<file path="src/sv/bas_ram.sv">
`timescale 1ns / 1ps
// ----------------------------------------------------------------------------
// bas_ram
// Generic single-write, single-read RAM with registered read data.
// ----------------------------------------------------------------------------
module bas_ram #(
    parameter int WIDTH = 8,
    parameter int DEPTH = 8
) (
    input  logic                                          i_clk,
    input  logic                                          i_we,
    input  logic [((DEPTH > 1) ? $clog2(DEPTH) : 1)-1:0]  i_waddr,
    input  logic [WIDTH-1:0]                              i_wdata,
    input  logic                                          i_re,
    input  logic [((DEPTH > 1) ? $clog2(DEPTH) : 1)-1:0]  i_raddr,
    output logic [WIDTH-1:0]                              o_rdata
);

    logic [WIDTH-1:0] r_mem [DEPTH];
    logic [WIDTH-1:0] r_rdata;

    always_ff @(posedge i_clk) begin
        if (i_we) begin
            r_mem[i_waddr] <= i_wdata;
        end
        if (i_re) begin
            r_rdata <= r_mem[i_raddr];
        end
    end

    assign o_rdata = r_rdata;

endmodule

</file>
<file path="config.mk">
export PLATFORM = sky130hd
export DESIGN_NAME = bas_ram
export DESIGN_NICKNAME = d
export VERILOG_FILES = /design/src/sv/bas_ram.sv
export SDC_FILE = /design/constraint.sdc
export NUM_CORES = 1
export LEC_CHECK = 0
export BUFFER_PORTS_ARGS = -buffer_cell sky130_fd_sc_hd__buf_2
export CORE_UTILIZATION = 49
export CTS_BUF_LIST = sky130_fd_sc_hd__clkbuf_2
export DETAILED_ROUTE_END_ITERATION = 10
export PLACE_DENSITY = 0.68
export REMOVE_ABC_BUFFERS = 1
export SYNTH_ARGS = -nofsm -noshare
export SYNTH_HDL_FRONTEND = slang
export SYNTH_SLANG_ARGS = --single-unit
</file>
<file path="constraint.sdc">
create_clock -name i_clk -period 1.64 [get_ports i_clk]
set_input_delay 0.246 -clock i_clk [delete_from_list [all_inputs] [get_ports i_clk]]
set_output_delay 0.246 -clock i_clk [all_outputs]
set_load 0.02 [all_outputs]
</file>
==> reports/results.tsv <==
stage	metric	value	unit
status	status	finished, final reports clean	
grt	grt met2 use	28.6	%
sta	Worst-Margin Slew	0.358	ns
flow_run	max cap viols	0	
sta	Setup Total Neg Slack	0	ns
power_and_ir_drop	Comb pwr share	7.1	%
grt	grt ovf	0	
logic_synthesis	Post-synth top cells	72 x edfxtp_1, 15 x mux4_1, 8 x mux2_2	
floorplanning	die height	77.2	µm
floorplanning	core footprint	5470	µm²
power_and_ir_drop	Net Sw Frac	21.7	%
sta	Final Hold Viols	0	
sta	Final min period	1.40	ns
layout	nets	171	
hold_path	Hold Path Class	primary input to register	
logic_synthesis	Syn Area/Cell	24.3	µm²
critical_path	Crit Path Max Fanout	1	
logic_synthesis	top-count cell post-synth	edfxtp_1	
grt	first-pass GRT wire length	6700	µm
logic_synthesis	Post-synth top flop	edfxtp_1	
detailed_routing	Iter 0 DRT Violations	83	
power_and_ir_drop	Power Internal	2380	µW
critical_path	crit path DAT	1.65	ns
sta	achievable frequency	712	MHz
placed_design	port bufs	24	
detailed_routing	via count	1225	
logic_synthesis	post-synthesis cell type count	13	
logic_synthesis	Post-Syn Area	2770	µm²
logic_synthesis	Syn Inst Count	114	
critical_path	start of the worst register-to-register path	r_mem[1][7]	
sta	final setup vio count	0	
grt	initial antenna violation count	0	
clock_network	Max Buffers Root-to-Sink	2	
clock_network	CTS buffer count	9	
clock_network	Reg clk slew, reported paths	0.17	ns
logic_synthesis	largest area contributor in the netlist	edfxtp_1	
logic_synthesis	post-synth top area share	78.0	%
grt	all-layer global routing usage	16.8	%
power_and_ir_drop	Clock power frac	23.5	%
power_and_ir_drop	Sequential Power Share	69.4	%
power_and_ir_drop	Net Sw Power	662	µW
sta	final slew viol count	0	
sta	Final period util	85.7	%
detailed_routing	vias per cell	5.35	
sta	unrepaired setup endpoints after global routing	no	
clock_network	Root Buffer	clkbuf_2	
detailed_routing	per-cell routed wire length	19.4	µm
critical_path	CP required	1.88	ns
grt	met3 usage	4.40	%
power_and_ir_drop	PD cells	985	nW/µm²
placed_design	Routability Congestion	0.639	
placed_design	Setup WS pre-CTS	0.0208	ns
clock_network	post-CTS setup buffers	0	
grt	largest net degree at the start of global routing	17	
logic_synthesis	Synth area leaders	edfxtp_1 78%, mux4_1 14%, mux2_2 3.3%	
logic_synthesis	register bit total from synthesis	72	
logic_synthesis	Syn. warnings	0	
placed_design	hpwl dp	2810	µm
logic_synthesis	EDFF count, synth	72	
layout	ant diodes	0	
floorplanning	overall die area	5960	µm²
floorplanning	Rows	27	
clock_network	htree depth	3	
layout	Layout area overhead	11.6	%
grt	grt peak-use layer	met2	
grt	met1 Use GR	18.7	%
layout	layout cells sized above 1	33.8	%
critical_path	Setup crit start	r_mem[1][7]	
grt	number of global-route vias before repair	1259	
detailed_routing	routed wire length	4450	µm
floorplanning	Die Width	77.2	µm
clock_network	clock sinks	72	
power_and_ir_drop	Leak Pwr	0.00108	µW
floorplanning	Top-Level Pins	25	
critical_path	Crit Path Category	register to register	
detailed_routing	Residual DRC	0	
logic_synthesis	Synth async-reset ratio	0	%
floorplanning	Initial Utilization	50.6	%
detailed_routing	Pre-antenna DRT Iters	4	
logic_synthesis	post-synthesis sequential area ratio	78.0	%
clock_network	PostCTS Resize Cnt	0	
critical_path	startpoint types	register	
detailed_routing	Post-DRT Antenna Nets	0	
clock_network	CTS tree	done	
critical_path	Worst setup EP type	register	
clock_network	Worst-Skew Late Latency	0.48	ns
hold_path	min-delay src	i_wdata[4]	
sta	clock skew	0.0224	ns
sta	Slew HR	76.1	%
power_and_ir_drop	Peak VDD IR	0.000414	V
sta	setup ws final	0.235	ns
-- worst paths after layout --
| check | endpoint | slack [ns] | cells after the start |
|---|---|---|---|
| max | o_rdata[7] | 0.24 | 2 |
| min | r_mem[7][4] | 0.03 | 1 |
| min reg2reg | o_rdata[4] | 0.77 | 2 |
| max reg2reg | o_rdata[7] | 0.24 | 2 |
-- flip-flops by register name, summed over array words and instances (netlist names) --
name     cells
r_mem       64
o_rdata      8
-- final cells by class --
type | count | area [µm²]
fillers | 432 | 2380
flip-flops and latches | 72 | 2160
repair buffers | 34 | 210
clock buffers | 11 | 55.1
clock inverters | 3 | 11.3
multi-input cells | 37 | 566
well taps | 72 | 90.1
-- kinds of logic after synthesis --
logic type	synth area share, %
flops	78.0
mux	18.3
buf+inv	1.58
simple gates	2.12
-- critical path, cell delays in order, from the launching register on --
cell and delay, ns:
edfxtp_1 0.42, mux4_1 0.50, mux2_2 0.27
-- per-stage QoR --
stage                     cells  util (%)  power, µW  hold slack [ns]  area [µm²]
after floorplan             109         -       2260            0.345        2730
after global placement      214      55.1       2360            0.499        3020
after detailed placement    214      55.1       2380            0.518        3020
after CTS                   229      56.5       3080          0.00309        3090
after global routing        229      56.5       3160          0.00700        3090
final                       229      56.5       3050           0.0251        3090
-- power groups by stage --
stage | clock [µW] | sequential, µW | combinational (µW)
after floorplan | 0 | 2170 | 88.5
after global placement | 0 | 2150 | 208
after detailed placement | 0 | 2160 | 219
after CTS | 745 | 2110 | 221
after global routing | 802 | 2120 | 235
final | 716 | 2110 | 217
-- per-layer routing --
| layer | wire length (µm) | share of wire [%] |
|---|---|---|
| met2 | 2340 | 53 |
| met1 | 1820 | 41 |
| met3 | 175 | 3.9 |
| met5 | 0 | 0 |
| met4 | 116 | 2.6 |
-- placed cells by master, fill, tap and decap left out --
master | synthesis | routed
mux2_2 | 8 | 8
buf_4 | 0 | 8
nand2_1 | 2 | 2
edfxtp_1 | 72 | 72
nand2b_1 | 3 | 3
dlygate4sd3_1 | 0 | 1
clkinv_1 | 0 | 3
mux4_2 | 1 | 1
nor3_1 | 2 | 2
mux4_1 | 15 | 15
nor2_1 | 6 | 6
buf_2 | 1 | 24
buf_12 | 1 | 1
clkbuf_2 | 0 | 11
-- what timing repair did --
action	4_1_cts	5_1_grt
setup endpoints to repair	0	0
hold endpoints to repair	8	0
hold buffers	1	0
Power figures use the tool's default switching activity.
